**src/hdl/hts_pkg.sv**
```systemverilog
// shared types, character codes and entity tables for the html tag stripper
// no dependencies; imported by every other file of the block
package hts_pkg;

  localparam int NENT   = 7;
  localparam int HOLD_N = 5;
  localparam int QB     = 8 * HOLD_N;

  localparam logic [7:0] CH_LT  = 8'h3C;
  localparam logic [7:0] CH_GT  = 8'h3E;
  localparam logic [7:0] CH_AMP = 8'h26;
  localparam logic [7:0] CH_SP  = 8'h20;
  localparam logic [7:0] CH_TAB = 8'h09;
  localparam logic [7:0] CH_CR  = 8'h0D;
  localparam logic [7:0] CH_LF  = 8'h0A;

  typedef struct packed {
    logic [7:0] data;
    logic       last;
  } hts_item_t;

  typedef enum logic {
    ST_IDLE,
    ST_RUN
  } hts_state_t;

  // entity text, byte i at bits [8*i +: 8]
  function automatic logic [47:0] ent_word(input logic [2:0] k);
    case (k)
      3'd0:    return 48'h003B706D6126;
      3'd1:    return 48'h00003B746C26;
      3'd2:    return 48'h00003B746726;
      3'd3:    return 48'h3B746F757126;
      3'd4:    return 48'h3B736F706126;
      3'd5:    return 48'h003B39332326;
      3'd6:    return 48'h3B7073626E26;
      default: return 48'h0;
    endcase
  endfunction

  function automatic logic [2:0] ent_len(input logic [2:0] k);
    case (k)
      3'd0:    return 3'd5;
      3'd1:    return 3'd4;
      3'd2:    return 3'd4;
      3'd3:    return 3'd6;
      3'd4:    return 3'd6;
      3'd5:    return 3'd5;
      3'd6:    return 3'd6;
      default: return 3'd0;
    endcase
  endfunction

  function automatic logic [7:0] ent_char(input logic [2:0] k);
    case (k)
      3'd0:    return CH_AMP;
      3'd1:    return CH_LT;
      3'd2:    return CH_GT;
      3'd3:    return 8'h22;
      3'd4:    return 8'h27;
      3'd5:    return 8'h27;
      3'd6:    return CH_SP;
      default: return 8'h00;
    endcase
  endfunction

  function automatic logic is_ws(input logic [7:0] c);
    return (c == CH_SP) || (c == CH_TAB) || (c == CH_CR) || (c == CH_LF);
  endfunction

endpackage

```
**src/hdl/hts_front.sv**
```systemverilog
// front end: accepts input requests and queues them for the back end
// depends on hts_pkg
module hts_front #(
  parameter int DEPTH = 4
) (
  input  logic              clk,
  input  logic              rst_n,
  input  logic              in_tvalid,
  output logic              in_tready,
  input  logic [7:0]        in_tdata,
  input  logic              in_tlast,
  output logic              q_valid,
  output hts_pkg::hts_item_t q_item,
  input  logic              q_pop
);
  import hts_pkg::*;

  localparam int AW = (DEPTH > 1) ? $clog2(DEPTH) : 1;
  localparam int CW = $clog2(DEPTH + 1);

  hts_item_t       fifo_r [DEPTH];
  logic [AW-1:0]   wr_ptr_r, wr_ptr_nxt;
  logic [AW-1:0]   rd_ptr_r, rd_ptr_nxt;
  logic [CW-1:0]   cnt_r, cnt_nxt;
  logic            push, pop;

  assign in_tready = (cnt_r != CW'(DEPTH));
  assign q_valid   = (cnt_r != '0);
  assign q_item    = fifo_r[rd_ptr_r];
  assign push      = in_tvalid && in_tready;
  assign pop       = q_pop && q_valid;

  always_comb begin
    wr_ptr_nxt = wr_ptr_r;
    rd_ptr_nxt = rd_ptr_r;
    cnt_nxt    = cnt_r;
    if (push) begin
      wr_ptr_nxt = (wr_ptr_r == AW'(DEPTH - 1)) ? '0 : wr_ptr_r + 1'b1;
    end
    if (pop) begin
      rd_ptr_nxt = (rd_ptr_r == AW'(DEPTH - 1)) ? '0 : rd_ptr_r + 1'b1;
    end
    if (push && !pop) begin
      cnt_nxt = cnt_r + 1'b1;
    end else if (pop && !push) begin
      cnt_nxt = cnt_r - 1'b1;
    end
  end

  always_ff @(posedge clk) begin
    if (!rst_n) begin
      wr_ptr_r <= '0;
      rd_ptr_r <= '0;
      cnt_r    <= '0;
    end else begin
      wr_ptr_r <= wr_ptr_nxt;
      rd_ptr_r <= rd_ptr_nxt;
      cnt_r    <= cnt_nxt;
    end
  end

  always_ff @(posedge clk) begin
    if (push) begin
      fifo_r[wr_ptr_r] <= '{data: in_tdata, last: in_tlast};
    end
  end

endmodule

```
**src/hdl/hts_back.sv**
```systemverilog
// back end: tag dropping, entity decode with replay, space collapsing, output register
// depends on hts_pkg
module hts_back (
  input  logic               clk,
  input  logic               rst_n,
  input  logic               q_valid,
  input  hts_pkg::hts_item_t q_item,
  output logic               q_pop,
  output logic               out_tvalid,
  input  logic               out_tready,
  output logic [7:0]         out_tdata,
  output logic [0:0]         out_tuser,
  output logic               out_tlast
);
  import hts_pkg::*;

  hts_state_t    state_r, state_nxt;
  logic [QB-1:0] rq_r, rq_nxt;
  logic [2:0]    rq_len_r, rq_len_nxt;
  logic [QB-1:0] hold_r, hold_nxt;
  logic [2:0]    cnt_r, cnt_nxt;
  logic          inside_r, inside_nxt;
  logic          seen_r, seen_nxt;
  logic          spc_r, spc_nxt;
  logic          last_r, last_nxt;
  logic          stg_valid_r, stg_valid_nxt;
  logic [7:0]    stg_data_r, stg_data_nxt;
  logic          ov_r, ov_nxt;
  logic [7:0]    od_r, od_nxt;
  logic          ou_r, ou_nxt;
  logic          ol_r, ol_nxt;

  logic [7:0]      b;
  logic [NENT-1:0] hit, comp;
  logic [7:0]      comp_ch;
  logic [47:0]     word, sel;
  logic            ok;
  logic            run_feed, run_flush, run_end, end_go, out_free;

  logic [2:0]    nm1, off, rest_len, rq_rq_len;
  logic          extra;
  logic [QB-1:0] keep_mask, part_a, part_b, part_c, rq_rq;

  logic [QB-1:0] p_rq, p_hold;
  logic [2:0]    p_rq_len, p_cnt;
  logic          p_inside;
  logic          emit_req;
  logic [7:0]    emit_ch;

  logic          need, want_res, redo, stall;
  logic [7:0]    res_ch;

  assign b         = rq_r[7:0];
  assign run_feed  = (state_r == ST_RUN) && (rq_len_r != 3'd0);
  assign run_flush = (state_r == ST_RUN) && (rq_len_r == 3'd0) && last_r && (cnt_r != 3'd0);
  assign run_end   = (state_r == ST_RUN) && (rq_len_r == 3'd0) && !(last_r && (cnt_r != 3'd0));
  assign out_free  = !ov_r || out_tready;

  // entity candidates against the held bytes and the next byte
  always_comb begin
    hit     = '0;
    comp    = '0;
    comp_ch = 8'h00;
    word    = '0;
    sel     = '0;
    ok      = 1'b0;
    for (int k = 0; k < NENT; k++) begin
      word = ent_word(3'(k));
      sel  = word >> {cnt_r, 3'b000};
      ok   = (({1'b0, cnt_r} + 4'd1) <= {1'b0, ent_len(3'(k))}) && (sel[7:0] == b);
      for (int i = 0; i < HOLD_N; i++) begin
        if (3'(i) < cnt_r) begin
          ok = ok && (hold_r[8*i +: 8] == word[8*i +: 8]);
        end
      end
      hit[k]  = ok;
      comp[k] = ok && (({1'b0, cnt_r} + 4'd1) == {1'b0, ent_len(3'(k))});
    end
    for (int k = NENT - 1; k >= 0; k--) begin
      if (comp[k]) begin
        comp_ch = ent_char(3'(k));
      end
    end
  end

  // held bytes after the ampersand, then any failing byte, then the rest of the replay queue
  always_comb begin
    extra     = run_feed;
    nm1       = cnt_r - 3'd1;
    off       = nm1 + {2'b00, extra};
    rest_len  = extra ? (rq_len_r - 3'd1) : 3'd0;
    keep_mask = (QB'(1) << {nm1, 3'b000}) - QB'(1);
    part_a    = {8'h00, hold_r[QB-1:8]} & keep_mask;
    part_b    = extra ? (QB'(b) << {nm1, 3'b000}) : '0;
    part_c    = {8'h00, rq_r[QB-1:8]} << {off, 3'b000};
    rq_rq     = part_a | part_b | part_c;
    rq_rq_len = off + rest_len;
  end

  // byte decode
  always_comb begin
    p_rq     = {8'h00, rq_r[QB-1:8]};
    p_rq_len = rq_len_r - 3'd1;
    p_hold   = hold_r;
    p_cnt    = cnt_r;
    p_inside = inside_r;
    emit_req = 1'b0;
    emit_ch  = b;
    if (run_flush) begin
      p_cnt    = 3'd0;
      emit_req = 1'b1;
      emit_ch  = CH_AMP;
      p_rq     = rq_rq;
      p_rq_len = rq_rq_len;
    end else if (cnt_r != 3'd0) begin
      if (|comp) begin
        p_cnt    = 3'd0;
        emit_req = 1'b1;
        emit_ch  = comp_ch;
      end else if ((|hit) && (cnt_r < 3'(HOLD_N))) begin
        p_hold[{cnt_r, 3'b000} +: 8] = b;
        p_cnt = cnt_r + 3'd1;
      end else begin
        p_cnt    = 3'd0;
        emit_req = 1'b1;
        emit_ch  = CH_AMP;
        p_rq     = rq_rq;
        p_rq_len = rq_rq_len;
      end
    end else if (b == CH_LT) begin
      p_inside = 1'b1;
    end else if (b == CH_GT) begin
      p_inside = 1'b0;
      emit_req = 1'b1;
      emit_ch  = CH_SP;
    end else if (inside_r) begin
      p_inside = 1'b1;
    end else if (b == CH_AMP) begin
      p_hold[7:0] = CH_AMP;
      p_cnt       = 3'd1;
    end else begin
      emit_req = 1'b1;
    end
  end

  // datapath and output register updates
  always_comb begin
    rq_nxt        = rq_r;
    rq_len_nxt    = rq_len_r;
    hold_nxt      = hold_r;
    cnt_nxt       = cnt_r;
    inside_nxt    = inside_r;
    seen_nxt      = seen_r;
    spc_nxt       = spc_r;
    last_nxt      = last_r;
    stg_valid_nxt = stg_valid_r;
    stg_data_nxt  = stg_data_r;
    ov_nxt        = ov_r && !out_tready;
    od_nxt        = od_r;
    ou_nxt        = ou_r;
    ol_nxt        = ol_r;
    q_pop         = 1'b0;
    end_go        = 1'b0;
    need          = 1'b0;
    want_res      = 1'b0;
    redo          = 1'b0;
    stall         = 1'b0;
    res_ch        = emit_ch;
    case (state_r)
      ST_IDLE: begin
        if (q_valid) begin
          q_pop      = 1'b1;
          rq_nxt     = {{(QB-8){1'b0}}, q_item.data};
          rq_len_nxt = 3'd1;
          last_nxt   = q_item.last;
        end
      end
      ST_RUN: begin
        if (run_end) begin
          need = last_r || stg_valid_r;
          if (!need || out_free) begin
            if (need) begin
              ov_nxt = 1'b1;
              od_nxt = stg_valid_r ? stg_data_r : 8'h00;
              ou_nxt = stg_valid_r;
              ol_nxt = last_r;
            end
            stg_valid_nxt = 1'b0;
            if (last_r) begin
              inside_nxt = 1'b0;
              seen_nxt   = 1'b0;
              spc_nxt    = 1'b0;
              cnt_nxt    = 3'd0;
            end
            end_go = 1'b1;
            if (q_valid) begin
              q_pop      = 1'b1;
              rq_nxt     = {{(QB-8){1'b0}}, q_item.data};
              rq_len_nxt = 3'd1;
              last_nxt   = q_item.last;
            end
          end
        end else begin
          if (emit_req && !is_ws(emit_ch)) begin
            want_res = 1'b1;
            redo     = spc_r;
            res_ch   = spc_r ? CH_SP : emit_ch;
          end
          stall = want_res && stg_valid_r && !out_free;
          if (!stall) begin
            if (want_res) begin
              if (stg_valid_r) begin
                ov_nxt = 1'b1;
                od_nxt = stg_data_r;
                ou_nxt = 1'b1;
                ol_nxt = 1'b0;
              end
              stg_valid_nxt = 1'b1;
              stg_data_nxt  = res_ch;
            end
            if (redo) begin
              spc_nxt = 1'b0;
            end else begin
              rq_nxt     = p_rq;
              rq_len_nxt = p_rq_len;
              hold_nxt   = p_hold;
              cnt_nxt    = p_cnt;
              inside_nxt = p_inside;
              if (want_res) begin
                seen_nxt = 1'b1;
                spc_nxt  = 1'b0;
              end else if (emit_req && seen_r) begin
                spc_nxt = 1'b1;
              end
            end
          end
        end
      end
      default: begin
        q_pop = 1'b0;
      end
    endcase
  end

  // next state
  always_comb begin
    case (state_r)
      ST_IDLE: state_nxt = q_valid ? ST_RUN : ST_IDLE;
      ST_RUN:  state_nxt = (end_go && !q_valid) ? ST_IDLE : ST_RUN;
      default: state_nxt = ST_IDLE;
    endcase
  end

  always_ff @(posedge clk) begin
    if (!rst_n) begin
      state_r     <= ST_IDLE;
      rq_len_r    <= 3'd0;
      cnt_r       <= 3'd0;
      inside_r    <= 1'b0;
      seen_r      <= 1'b0;
      spc_r       <= 1'b0;
      last_r      <= 1'b0;
      stg_valid_r <= 1'b0;
      ov_r        <= 1'b0;
    end else begin
      state_r     <= state_nxt;
      rq_len_r    <= rq_len_nxt;
      cnt_r       <= cnt_nxt;
      inside_r    <= inside_nxt;
      seen_r      <= seen_nxt;
      spc_r       <= spc_nxt;
      last_r      <= last_nxt;
      stg_valid_r <= stg_valid_nxt;
      ov_r        <= ov_nxt;
    end
  end

  always_ff @(posedge clk) begin
    rq_r       <= rq_nxt;
    hold_r     <= hold_nxt;
    stg_data_r <= stg_data_nxt;
    od_r       <= od_nxt;
    ou_r       <= ou_nxt;
    ol_r       <= ol_nxt;
  end

  assign out_tvalid = ov_r;
  assign out_tdata  = od_r;
  assign out_tuser  = ou_r;
  assign out_tlast  = ol_r;

endmodule

```
**src/hdl/html_tag_stripper_core.sv**
```systemverilog
// top level of the html tag stripper: input queue in front, decode engine behind
// depends on hts_pkg, hts_front, hts_back
//
// channel | direction | tdata        | tuser      | tlast
// in_     | slave     | in_byte[7:0] | -          | in_last
// out_    | master    | out_byte     | byte_valid | out_last
//
// in the engine a plain byte is first decoded, then its request is closed and the next
// is taken; an idle engine picks up a request in a step of its own before that
// a collapsed space written before a byte adds a step of its own, as does the ampersand of
// an entity left open at the end of a text; each replayed byte takes a step of its own
// reset is synchronous, active low, and leaves the block empty and ready
// the input queue keeps taking requests while the engine or the output stalls, until full
module html_tag_stripper_core #(
  parameter int FIFO_DEPTH = 4
) (
  input  logic       clk,
  input  logic       rst_n,
  input  logic       in_tvalid,
  output logic       in_tready,
  input  logic [7:0] in_tdata,   // [7:0] in_byte
  input  logic       in_tlast,
  output logic       out_tvalid,
  input  logic       out_tready,
  output logic [7:0] out_tdata,  // [7:0] out_byte
  output logic [0:0] out_tuser,  // [0] byte_valid
  output logic       out_tlast
);
  import hts_pkg::*;

  logic      q_valid;
  hts_item_t q_item;
  logic      q_pop;

  hts_front #(
    .DEPTH (FIFO_DEPTH)
  ) u_front (
    .clk       (clk),
    .rst_n     (rst_n),
    .in_tvalid (in_tvalid),
    .in_tready (in_tready),
    .in_tdata  (in_tdata),
    .in_tlast  (in_tlast),
    .q_valid   (q_valid),
    .q_item    (q_item),
    .q_pop     (q_pop)
  );

  hts_back u_back (
    .clk        (clk),
    .rst_n      (rst_n),
    .q_valid    (q_valid),
    .q_item     (q_item),
    .q_pop      (q_pop),
    .out_tvalid (out_tvalid),
    .out_tready (out_tready),
    .out_tdata  (out_tdata),
    .out_tuser  (out_tuser),
    .out_tlast  (out_tlast)
  );

endmodule

```
**config.mk**
```make
export PLATFORM = sky130hd
export DESIGN_NAME = html_tag_stripper_core
export DESIGN_NICKNAME = d
export VERILOG_FILES = /design/src/hdl/hts_pkg.sv /design/src/hdl/hts_front.sv /design/src/hdl/hts_back.sv /design/src/hdl/html_tag_stripper_core.sv
export SDC_FILE = /design/constraint.sdc
export NUM_CORES = 1
export LEC_CHECK = 0
export ABC_AREA = 1
export BUFFER_PORTS_ARGS = -buffer_cell sky130_fd_sc_hd__buf_2
export CAP_MARGIN = 20
export CELL_PAD_IN_SITES_DETAIL_PLACEMENT = 1
export CELL_PAD_IN_SITES_GLOBAL_PLACEMENT = 2
export CORE_MARGIN = 1
export CORE_UTILIZATION = 30
export DETAILED_ROUTE_END_ITERATION = 8
export GPL_ROUTABILITY_DRIVEN = 0
export GPL_TIMING_DRIVEN = 0
export PLACE_DENSITY_LB_ADDON = 0.08
export SLEW_MARGIN = 10
export SYNTH_ARGS = -nofsm -noshare
export SYNTH_HDL_FRONTEND = slang
export SYNTH_SLANG_ARGS = --single-unit
```
**constraint.sdc**
```tcl
create_clock -name clk -period 5.55 [get_ports clk]
set_input_delay 1.11 -clock clk [delete_from_list [all_inputs] [get_ports clk]]
set_output_delay 1.11 -clock clk [all_outputs]
set_load 0.1 [all_outputs]
```
==> run metrics <==
fin util 0.347; average via count per standard cell roughly 5.3; outcome completed; insertion delay to the later sink of the worst-skew pair 0.46 ns; core box area around 36000 um2; Slew @ Worst Pin about 0.96 ns; Hold Fails Final Rpt 0; maximum clock frequency between 150 and 200 MHz; worst setup margin 0.374 ns; CP Capture Type flop; Total GRT Usage 0.259; DRT antenna net count 0; first-pass GRT wire length 69200 um; Post-synth EDFFs 134; Crit Path Class reg2reg; most frequent cells in the layout nand2_1 (397), nor2_1 (244), inv_1 (162), edfxtp_1 (134), o21ai_0 (85); Mean Syn Cell Area just over 7 um2; setup tns final 0 ns; Slew Limit Fails 0; Layout Area Growth over Synthesis 13.6%; number of port buffers 23; crit path max fanout 15; hold buffer count at CTS 0; H-tree depth 4; root buf cell clkbuf_16; Filler Cell Count approximately 4400; Max Cap Viol 0; cell seen most often among critical-path stages nand2_1; YS warnings 0; DR DRC count 0; gr ovfl total 0; Yosys reg bits 156; TritonCTS clock tree done; CTS buffer count 17; syn_nets roughly 1600; leading cell type in the layout, fill and taps excluded nand2_1; maximum clock insertion buffer count 2; Vias 10900; minimum clock period 5.18 ns; Startpoint Class flop; Post-Syn Area 10900 um2; router iterations before antenna repair 5; fin nets 1619; layout cells sized above 1 0.0785; hpwl dp 35600 um; main flop type after synthesis edfxtp_1; CTS Sinks around 160; Reg clk slew, reported paths 0.07 ns; Iteration-0 DRC Markers 678; Die X 192 um; Initial Utilization 0.305; RSZ-0062 raised after global routing false; Critical-path top delay cell dfxtp_2; Tcrit/Tclk final 0.933; sequential fraction of the synthesis area 0.410; Die Ht 192 um; Max stage delay on crit path 0.37 ns; drt wl/cell around 23 um; min-delay worst type reg2reg; ys async rst share 0; placement row count 69; pin count of the biggest net entering global routing 32; Clock Skew about 0.014 ns; initial antenna violation count 1; Final Setup Violations 0; die area 37000 um2; Routed WL 46500 um; Cells after Synth 1531; Placed Cells 2019; non-filler cells, final 2053; antenna cells 0; Post-Place Setup Slack -2.01 ns; Arr. time, crit path 5.38 ns; Rel. slew slack 0.355; total I/O pin count 25; vias in the first global route 10900; Worst EP required 5.75 ns; synth unique cells 46
[synthesized netlist by cell type, drive strengths merged (15+ instances only)]
cell / n / area (um2)
a21oi: 74 / 370
a31oi: 15 / 93.8
buf: 18 / 98.8
clkbuf: 50 / 188
dfxtp: 22 / 440
edfxtp: 134 / 4020
ha: 25 / 313
inv: 175 / 657
nand2: 406 / 1540
nand3: 87 / 458
nand4: 32 / 200
nor2: 253 / 972
nor3: 27 / 140
o211ai: 20 / 150
o21ai: 97 / 485
[final cells by class]
class,instances,area [um2],area share
Multi-Input combinational cell,1125,5540,0.448
Inverter,182,698,0.0565
Timing Repair Buffer,30,195,0.0158
Clock buffer,17,425,0.0344
Sequential cell,156,4470,0.361
Clock inverter,15,151,0.0122
Buffer,67,312,0.0252
Tap cell,461,577,0.0467
[stage by stage]
stage / area [um2] / hold slack, ns
2_1_floorplan: 10900 / 0.439
3_3_place_gp: 11600 / 0.455
3_5_place_dp: 11600 / 0.470
4_1_cts: 12300 / 0.480
5_1_grt: 12400 / 0.500
6_report: 12400 / 0.479
[worst paths after layout]
check	from	endpoint	slack, ns	cells after the start
max	u_back.cnt_r[0]$_SDFFE_PN0P_	u_back.rq_r[33]$_DFFE_PP_	0.37	31
min	u_front.rd_ptr_r[1]$_SDFFE_PN0P_	u_front.rd_ptr_r[1]$_SDFFE_PN0P_	0.48	2
max reg2reg	u_back.cnt_r[0]$_SDFFE_PN0P_	u_back.rq_r[33]$_DFFE_PP_	0.37	31
min reg2reg	u_front.rd_ptr_r[1]$_SDFFE_PN0P_	u_front.rd_ptr_r[1]$_SDFFE_PN0P_	0.48	2
[sequential cells by signal, summed over array words and instances, names as in the netlist, 3 cells and up, named ones only]
name	cells
u_front.cnt_r	3
u_back.rq_len_r	3
u_back.out_tdata	8
u_back.cnt_r	3
u_back.stg_data_r	8
u_back.hold_r	40
u_back.rq_r	40
u_front.fifo_r	36
[metal layers]
layer	vias to the layer above	track usage	part of all wire
met5	-	0	0.00026
met3	67	0.0429	0.044
li1	5248	-	-
met2	248	0.416	0.46
met4	2	0.0906	0.030
met1	5382	0.349	0.47
[timing repair]
action | in CTS | in global routing
buffers inserted | 0 | 2
gates cloned | 0 | 1
gates resized for setup | 22 | 13
endpoints found under the setup margin | 159 | 75
[worst max-delay path, delay by kind of cell (launching register included)]
family	cells	cell delay [ns]
flops	1	0.37
fa+ha+maj	3	0.77
compound gates	1	0.06
simple gates	19	2.27
buf+inv	8	1.40
[kinds of logic (layout without fill, tap and decap cells)]
family	count (synthesis)	count (layout)	synth area share
AO/OA/AOI/OAI	274	274	0.151
XOR/XNOR	8	8	0.00644
adder cells (fa/ha/maj)	27	27	0.0324
buffers and inverters	250	311	0.0891
flip-flops	156	156	0.410
AND/OR/NAND/NOR	816	816	0.311
Power is not shown: default switching activity piles up to over one toggle a cycle in this logic, so the estimate is an artifact.
